### src/cpa_pkg.sv
// Shared types and constants for the contiguous page allocator.
// No dependencies; imported by every module of the block.
package cpa_pkg;

    localparam int MAX_PAGES  = 32768;
    localparam int PAGE_SHIFT = 12;
    localparam int ADDR_W     = 56;
    localparam int CNT_W      = 16;
    localparam int IDX_W      = (MAX_PAGES > 1) ? $clog2(MAX_PAGES) : 1;
    // page counter: holds any index and the page count itself
    localparam int PCW        = (IDX_W + 1 > CNT_W) ? IDX_W + 1 : CNT_W;

    typedef enum logic [1:0] {
        ST_DONE         = 2'd0,
        ST_BAD_COUNT    = 2'd1,
        ST_NO_ROOM      = 2'd2,
        ST_FREE_IGNORED = 2'd3
    } status_t;

    typedef enum logic [1:0] {
        CFG_NUM_PAGES      = 2'd0,
        CFG_RESERVED_PAGES = 2'd1,
        CFG_MEMORY_BASE    = 2'd2
    } cfg_index_t;

    typedef enum logic [1:0] {
        OP_ALLOC  = 2'd0,
        OP_FREE   = 2'd1,
        OP_REJECT = 2'd2
    } op_t;

    // Classified request handed from front to back
    typedef struct packed {
        op_t              op;
        status_t          status;
        logic [CNT_W-1:0] count;
        logic [IDX_W-1:0] idx;
    } req_t;

    // Live configuration seen by the back end
    typedef struct packed {
        logic [PCW-1:0]    live_n;
        logic [PCW-1:0]    reserved;
        logic [ADDR_W-1:0] base;
    } cfg_t;

endpackage

### src/cpa_front.sv
// Front end: configuration registers, request classification and request queue.
// Depends on cpa_pkg.
module cpa_front
    import cpa_pkg::*;
(
    input  logic              clk,
    input  logic              rst_n,
    input  logic              cfg_write,
    input  logic [1:0]        cfg_index,
    input  logic [ADDR_W-1:0] cfg_data,
    input  logic              push,
    input  logic              block_in,
    output logic              full,
    input  logic              req_type,
    input  logic [CNT_W-1:0]  page_count,
    input  logic [ADDR_W-1:0] free_address,
    output cfg_t              cfg,
    output logic              req_valid,
    output req_t              req,
    input  logic              req_take
);

    logic [CNT_W-1:0]  num_pages_reg;
    logic [CNT_W-1:0]  reserved_reg;
    logic [ADDR_W-1:0] base_reg;

    req_t       q_reg [2];
    logic       wp_reg;
    logic       rp_reg;
    logic [1:0] cnt_reg;

    req_t              cls;
    logic [ADDR_W-1:0] diff;
    logic [ADDR_W-1:0] idx_full;
    logic              do_push;

    // Configuration registers
    always_ff @(posedge clk or negedge rst_n)
    begin
        if (!rst_n)
        begin
            num_pages_reg <= CNT_W'(32768);
            reserved_reg  <= '0;
            base_reg      <= ADDR_W'(64'h8000_0000);
        end
        else if (cfg_write)
        begin
            case (cfg_index)
                CFG_NUM_PAGES:      num_pages_reg <= cfg_data[CNT_W-1:0];
                CFG_RESERVED_PAGES: reserved_reg  <= cfg_data[CNT_W-1:0];
                CFG_MEMORY_BASE:    base_reg      <= cfg_data;
                default:            ;
            endcase
        end
    end

    always_comb
    begin
        cfg.live_n   = (PCW'(num_pages_reg) > PCW'(MAX_PAGES)) ? PCW'(MAX_PAGES)
                                                               : PCW'(num_pages_reg);
        cfg.reserved = PCW'(reserved_reg);
        cfg.base     = base_reg;
    end

    // Classify the incoming transaction
    always_comb
    begin
        diff     = free_address - base_reg;
        idx_full = diff >> PAGE_SHIFT;
        cls.count  = page_count;
        cls.idx    = idx_full[IDX_W-1:0];
        cls.op     = OP_REJECT;
        cls.status = ST_DONE;
        if (!req_type)
        begin
            if (page_count == '0 || PCW'(page_count) > cfg.live_n)
                cls.status = ST_BAD_COUNT;
            else
                cls.op = OP_ALLOC;
        end
        else
        begin
            if (free_address == '0 || free_address < base_reg)
                cls.status = ST_FREE_IGNORED;
            else if (idx_full >= ADDR_W'(cfg.live_n) || idx_full < ADDR_W'(cfg.reserved))
                cls.status = ST_FREE_IGNORED;
            else
                cls.op = OP_FREE;
        end
    end

    // Two-entry request queue
    assign full      = (cnt_reg == 2'd2) || block_in;
    assign do_push   = push && !full;
    assign req_valid = (cnt_reg != 2'd0);
    assign req       = q_reg[rp_reg];

    always_ff @(posedge clk)
    begin
        if (do_push)
            q_reg[wp_reg] <= cls;
    end

    always_ff @(posedge clk or negedge rst_n)
    begin
        if (!rst_n)
        begin
            wp_reg  <= 1'b0;
            rp_reg  <= 1'b0;
            cnt_reg <= 2'd0;
        end
        else
        begin
            if (do_push)
                wp_reg <= !wp_reg;
            if (req_take)
                rp_reg <= !rp_reg;
            cnt_reg <= cnt_reg + 2'(do_push) - 2'(req_take);
        end
    end

endmodule

### config.mk
export PLATFORM = sky130hd
export DESIGN_NAME = cpa_front
export DESIGN_NICKNAME = d
export VERILOG_FILES = /design/src/cpa_pkg.sv /design/src/cpa_front.sv
export SDC_FILE = /design/constraint.sdc
export NUM_CORES = 1
export LEC_CHECK = 0
export BUFFER_PORTS_ARGS = -buffer_cell sky130_fd_sc_hd__buf_4
export CORE_ASPECT_RATIO = 0.75
export CORE_MARGIN = 5
export CORE_UTILIZATION = 50
export CTS_CLUSTER_SIZE = 28
export DETAILED_ROUTE_END_ITERATION = 10
export PLACE_DENSITY = 0.75
export REMOVE_ABC_BUFFERS = 1
export SLEW_MARGIN = 20
export SYNTH_ARGS = -nofsm -noshare
export SYNTH_HDL_FRONTEND = slang
export SYNTH_SLANG_ARGS = --single-unit
### constraint.sdc
create_clock -name clk -period 12.5 [get_ports clk]
set_input_delay 1.875 -clock clk [delete_from_list [all_inputs] [get_ports clk]]
set_output_delay 1.875 -clock clk [all_outputs]
set_load 0.05 [all_outputs]
==> flow_summary.yaml, run 1 <==
grt:
  grt_max_degree: 54
  grt_pass1_wl_um: 56800
  grt_remaining_overflow: 0
  antenna_found_initial: 0
  first_global_vias: 9862
  grt_usage: 0.284
synth:
  synth_cells: 1144
  yosysSeqAreaShare: 0.387
  yosysUniqueCellTypes: 77
  synth.ff_latch_count: 160
  synth-edff-count: 68
  syn_area_um2: 11200
  synthFlopType: "dfrtp_1"
  postSynthAreaPerCell_um2: 9.81
  ys.warnings.count: 0
  synthArstFlopShare: 0.575
sta:
  setup_viol: 0
  clock-skew-final_ns: 0.0176
  clock.fmax_mhz: 156
  min_period_ns: 6.40
  worst_pin_slew_ns: 0.978
  drv_slew: 0
  setup_tns_ns: 0
  slew-limit-headroom: 0.342
  fin_crit_sh: 0.512
  rsz0062_at_grt: "false"
  hold_viol_final: 0
floorplan:
  die_h_um: 140
  fp.dieW_um: 183
  pin_count: 262
  die_area_um2: 25600
  core_area_um2: 22100
  placementRows: 47
  start_util: 0.509
place:
  port_buffers: 261
  numPlacedInstances: 1664
  gp_congestion: 0.991
  hpwl_um: 30200
clocking:
  cts_max_level: 4
  cts.path.max_buffers: 2
  root_buffer: "clkbuf_16"
  cts_buffers: 17
  post_cts_resized: 0
  cts.clk_slew.worst_paths_ns: 0.08
  clock_sinks: 160
  worstSkewPairLatency_ns: 0.43
  cts_tree: "done"
  cts_setup_buffers: 0
  ctsHoldBuffers: 0
worst_setup_path:
  cp-start-kind: "input pin"
  critPathMaxFanout: 7
  critPathCaptureType: "flip-flop"
  worstPathRequired_ns: 12.67
  crit_type: "input pin to flip-flop"
  crit_arrival_ns: 6.57
power_and_ir_drop:
  combPwrFrac: 0.549
  switchingPower_mw: 1.35
  p_sw_frac: 0.480
  ir_drop_v: 0.000108
  p_int_mw: 1.46
  power.density_nw_per_um2: 201
  p_leak_nw: 6.30
  power_frac_seq: 0.261
  clkPwrFrac: 0.190
route:
  ant_nets: 0
  drc: 0
  drt-initial-drc-count: 1092
  via_count: 10200
  drt_first_pass_iters: 7
  drt_wl_total_um: 37000
  wl_per_cell_um: 21.8
  vias_per_cell: 5.99
outcome:
  outcome: "finished clean"
min_path:
  min_path_type: "flip-flop to flip-flop"
cells_and_area:
  antennaDiodeCount: 0
  finalNonFillerCells: 1696
  final_cell_mix: "buf_4 (268), mux2_2 (122), ha_1 (104), nand2_1 (102), inv_1 (100)"
  layout-drive-gt1-share: 0.317
  layout_commonest_cell: "buf_4"
  area_growth_pct: 25.0
  nNetsFinal: 1630
  largest_register_ff_count: 68
flow_run:
  maxCapViolCount: 0
routing by layer:
metal / routed length [um] / track usage / vias to the layer above
li1: - / - / 4729
met5: 0 / 0 / -
met2: 15300 / 0.406 / 514
met4: 850 / 0.0807 / 0
met3: 3590 / 0.0642 / 50
met1: 17300 / 0.430 / 4864
power by group through the flow:
stage / logic, mW / registers [mW] / clock network (mW)
after global routing: 1.65 / 0.748 / 0.566
after detailed placement: 1.52 / 0.745 / 0
after CTS: 1.52 / 0.735 / 0.542
final: 1.54 / 0.735 / 0.534
after global placement: 1.50 / 0.742 / 0
after floorplan: 0.884 / 0.890 / 0
cells in the mapped netlist, types with 22 or more instances:
master | count | share of area
edfxtp_1 | 68 | 0.18
mux2_2 | 122 | 0.12
dfrtp_1 | 90 | 0.20
o21ai_0 | 52 | 0.023
nand2_1 | 102 | 0.034
nor2_1 | 59 | 0.020
clkbuf_1 | 29 | 0.0097
nand4_1 | 42 | 0.023
ha_1 | 104 | 0.12
a21o_1 | 22 | 0.015
a21oi_1 | 93 | 0.041
nor4_1 | 33 | 0.018
inv_1 | 100 | 0.033
metrics by stage:
step / utilization / power, mW / setup slack, ns / instance area, um^2 / hold WS (ns)
global route: 0.636 / 2.96 / 5.75 / 14000 / 0.531
global placement: 0.608 / 2.24 / 5.92 / 13400 / 0.479
finish: 0.636 / 2.81 / 6.10 / 14000 / 0.504
floorplan: - / 1.77 / 6.82 / 11000 / 0.460
CTS: 0.636 / 2.80 / 6.17 / 14000 / 0.509
detailed placement: 0.608 / 2.26 / 5.75 / 13400 / 0.494
path summary, 6_finish.rpt:
path                       slack (ns)              from               to  cells after the start
setup reg to reg                 7.19      base_reg[10]     q_reg[1][31]                     20
hold reg to reg                  0.50        cnt_reg[1]       cnt_reg[1]                      1
setup / recovery                 6.10  free_address[10]     q_reg[1][31]                     20
hold / removal                   0.50        cnt_reg[1]       cnt_reg[1]                      1
min in group asynchronous        1.41             rst_n     base_reg[17]                      1
max in group asynchronous       10.01             rst_n  reserved_reg[6]                      2
worst max-delay path, cell delays in order:
cell,delay [ns]
buf_4,0.11
ha_1,0.38
a21oi_1,0.27
o21ai_0,0.14
a311oi_1,0.29
nand2_1,0.14
a31oi_1,0.30
o21ai_0,0.16
xor2_1,0.48
ha_1,0.36
a21o_1,0.16
a21o_1,0.16
a211oi_1,0.27
o21ai_0,0.14
a211oi_1,0.35
nand4b_1,0.13
nor4b_1,0.25
and4b_1,0.22
and4bb_1,0.26
a21oi_1,0.10
cell type report:
type                            count  area (um^2)
Fill cell                        1859         8030
Multi-Input combinational cell    842         6310
Sequential cell                   160         4350
Timing Repair Buffer              268         2010
Clock buffer                       17          425
Inverter                          100          375
Tap cell                          294          368
Clock inverter                     15          180
kinds of logic (layout without fill, tap and decap cells):
group	count (synthesis)	in the layout	share of synthesized area
compound gates	265	265	0.152
xor+xnor	36	36	0.0281
fa+ha+maj	104	104	0.116
buf+inv	142	400	0.0506
flops	160	160	0.387
mux	125	125	0.125
simple gates	312	312	0.141
Note: power is estimated with default switching activity, not from simulation.
==> run 2, diff against run 1 <==
--- a/config.mk
+++ b/config.mk
@@ -11,7 +11,7 @@
 export CORE_UTILIZATION = 50
 export CTS_CLUSTER_SIZE = 28
 export DETAILED_ROUTE_END_ITERATION = 10
-export PLACE_DENSITY = 0.75
+export PLACE_DENSITY = 0.78
 export REMOVE_ABC_BUFFERS = 1
 export SLEW_MARGIN = 20
 export SYNTH_ARGS = -nofsm -noshare
==> constraint.sdc (replaced) <==
create_clock -name clk -period 5.87 [get_ports clk]
set_input_delay 0.8805 -clock clk [delete_from_list [all_inputs] [get_ports clk]]
set_output_delay 0.8805 -clock clk [all_outputs]
set_load 0.05 [all_outputs]
==> flow_summary.yaml, run 2 (synthesized netlist as in run 1, its figures left out) <==
clocking:
  cts_setup_buffers: 0
  clock_sinks: 160
  cts.clk_slew.worst_paths_ns: 0.07
  cts.path.max_buffers: 2
  root_buffer: "clkbuf_16"
  cts_max_level: 4
  cts_tree: "done"
  post_cts_resized: 0
  worstSkewPairLatency_ns: 0.45
  ctsHoldBuffers: 0
  cts_buffers: 17
cells_and_area:
  final_util: 0.640
  area_growth_pct: 25.8
  antennaDiodeCount: 0
  regArea_um2: 4350
  largest_register_ff_count: 68
  nFillCells: 1851
  layout_commonest_cell: "buf_4"
  layout-drive-gt1-share: 0.321
  final_cell_mix: "buf_4 (277), mux2_2 (122), ha_1 (104), nand2_1 (102), inv_1 (100)"
  nNetsFinal: 1639
  multiInputGateArea_um2: 6310
worst_setup_path:
  crit_arrival_ns: 5.46
  worstPathCellList: "buf_4, ha_1, a21oi_1, o21ai_1, a221oi_1, o221a_2, nand3_2, nand3_1, nand2_1, xor2_1, ha_1, nand4_1, nor4_1, or3_1, nor4_2, nand4b_1, nor4b_1, and4b_1, and4bb_1, a21oi_1"
  critPathMaxFanout: 6
  critPathCaptureType: "flip-flop"
  critPathBufInv: 1
  slowest_stage: "xor2_1"
  cp_top_family: "simple AND/OR/NAND/NOR gates"
  max_stage_delay_ns: 0.44
  cp-start-kind: "input pin"
  worstPathRequired_ns: 6.05
  crit_type: "input pin to flip-flop"
place:
  gp_congestion: 0.973
  place_ws_ns: 0.323
  port_buffers: 261
  hpwl_um: 29900
sta:
  fin_crit_sh: 0.899
  min_period_ns: 5.28
  setup_tns_ns: 0
  drv_slew: 0
  worst_pin_slew_ns: 0.989
  slew-limit-headroom: 0.334
  hold_viol_final: 0
  setup_viol: 0
  rsz0062_at_grt: "false"
  layout_setup_ws_ns: 0.591
  clock.fmax_mhz: 189
  clock-skew-final_ns: 0.0133
power_and_ir_drop:
  clkPwrFrac: 0.194
  p_leak_nw: 6.35
  power_frac_seq: 0.256
  p_int_mw: 3.16
  power.density_nw_per_um2: 429
  ir_drop_v: 0.000196
  switchingPower_mw: 2.89
  fin_total_pwr_mw: 6.05
  combPwrFrac: 0.550
  p_sw_frac: 0.478
grt:
  grt_usage: 0.285
  grt_remaining_overflow: 0
  grt_pass1_wl_um: 57400
  first_global_vias: 10100
  antenna_found_initial: 0
  grt_max_degree: 57
floorplan:
  start_util: 0.509
  placementRows: 47
  fp.dieW_um: 183
  die_h_um: 140
  die_area_um2: 25600
  pin_count: 262
  core_area_um2: 22100
route:
  drt-initial-drc-count: 881
  vias_per_cell: 5.99
  wl_per_cell_um: 21.7
  drt_wl_total_um: 37000
  drt_first_pass_iters: 5
  ant_nets: 0
  via_count: 10200
  drc: 0
outcome:
  outcome: "finished clean"
min_path:
  min_path_type: "input pin to async pin"
flow_run:
  maxCapViolCount: 0
## run 2: area by class of cell
type / count / area share
Tap cell: 294 / 0.0261
Inverter: 100 / 0.0266
Clock buffer: 17 / 0.0301
Sequential cell: 160 / 0.308
Timing Repair Buffer: 277 / 0.147
Multi-Input combinational cell: 842 / 0.447
Clock inverter: 15 / 0.0145
## run 2: final timing paths
kind	slack, ns	to	depth (start not counted)	from
max	0.59	q_reg[0][31]	20	free_address[14]
min	0.40	base_reg[16]	1	rst_n
max reg2reg	0.61	q_reg[0][31]	20	base_reg[12]
min reg2reg	0.52	cnt_reg[1]	1	cnt_reg[1]
max in group asynchronous	4.35	num_pages_reg[9]	2	rst_n
min in group clk	0.52	cnt_reg[1]	1	cnt_reg[1]
## run 2: per-layer routing
metal  wire length, um  GRT usage  up-vias
met3              3850     0.0744       45
li1                  -          -     4747
met4               685     0.0682        0
met5                 0          0        -
met2             15900      0.425      503
met1             16600      0.416     4925
## run 2: through the flow
| stage | hold slack [ns] | std cells | area [um^2] |
|---|---|---|---|
| 6_report | 0.405 | 1705 | 14100 |
| 5_1_grt | 0.451 | 1705 | 14100 |
| 4_1_cts | 0.424 | 1705 | 14100 |
| 3_5_place_dp | 0.500 | 1673 | 13500 |
| 3_3_place_gp | 0.495 | 1673 | 13500 |
| 2_1_floorplan | 0.460 | 1102 | 11000 |
## run 2: power by group through the flow
stage          Combinational [mW]  Sequential (mW)  Clock, mW
2_1_floorplan                1.88             1.90          0
3_3_place_gp                 3.23             1.55          0
3_5_place_dp                 3.27             1.57          0
4_1_cts                      3.29             1.55       1.18
5_1_grt                      3.55             1.57       1.24
6_report                     3.33             1.55       1.17
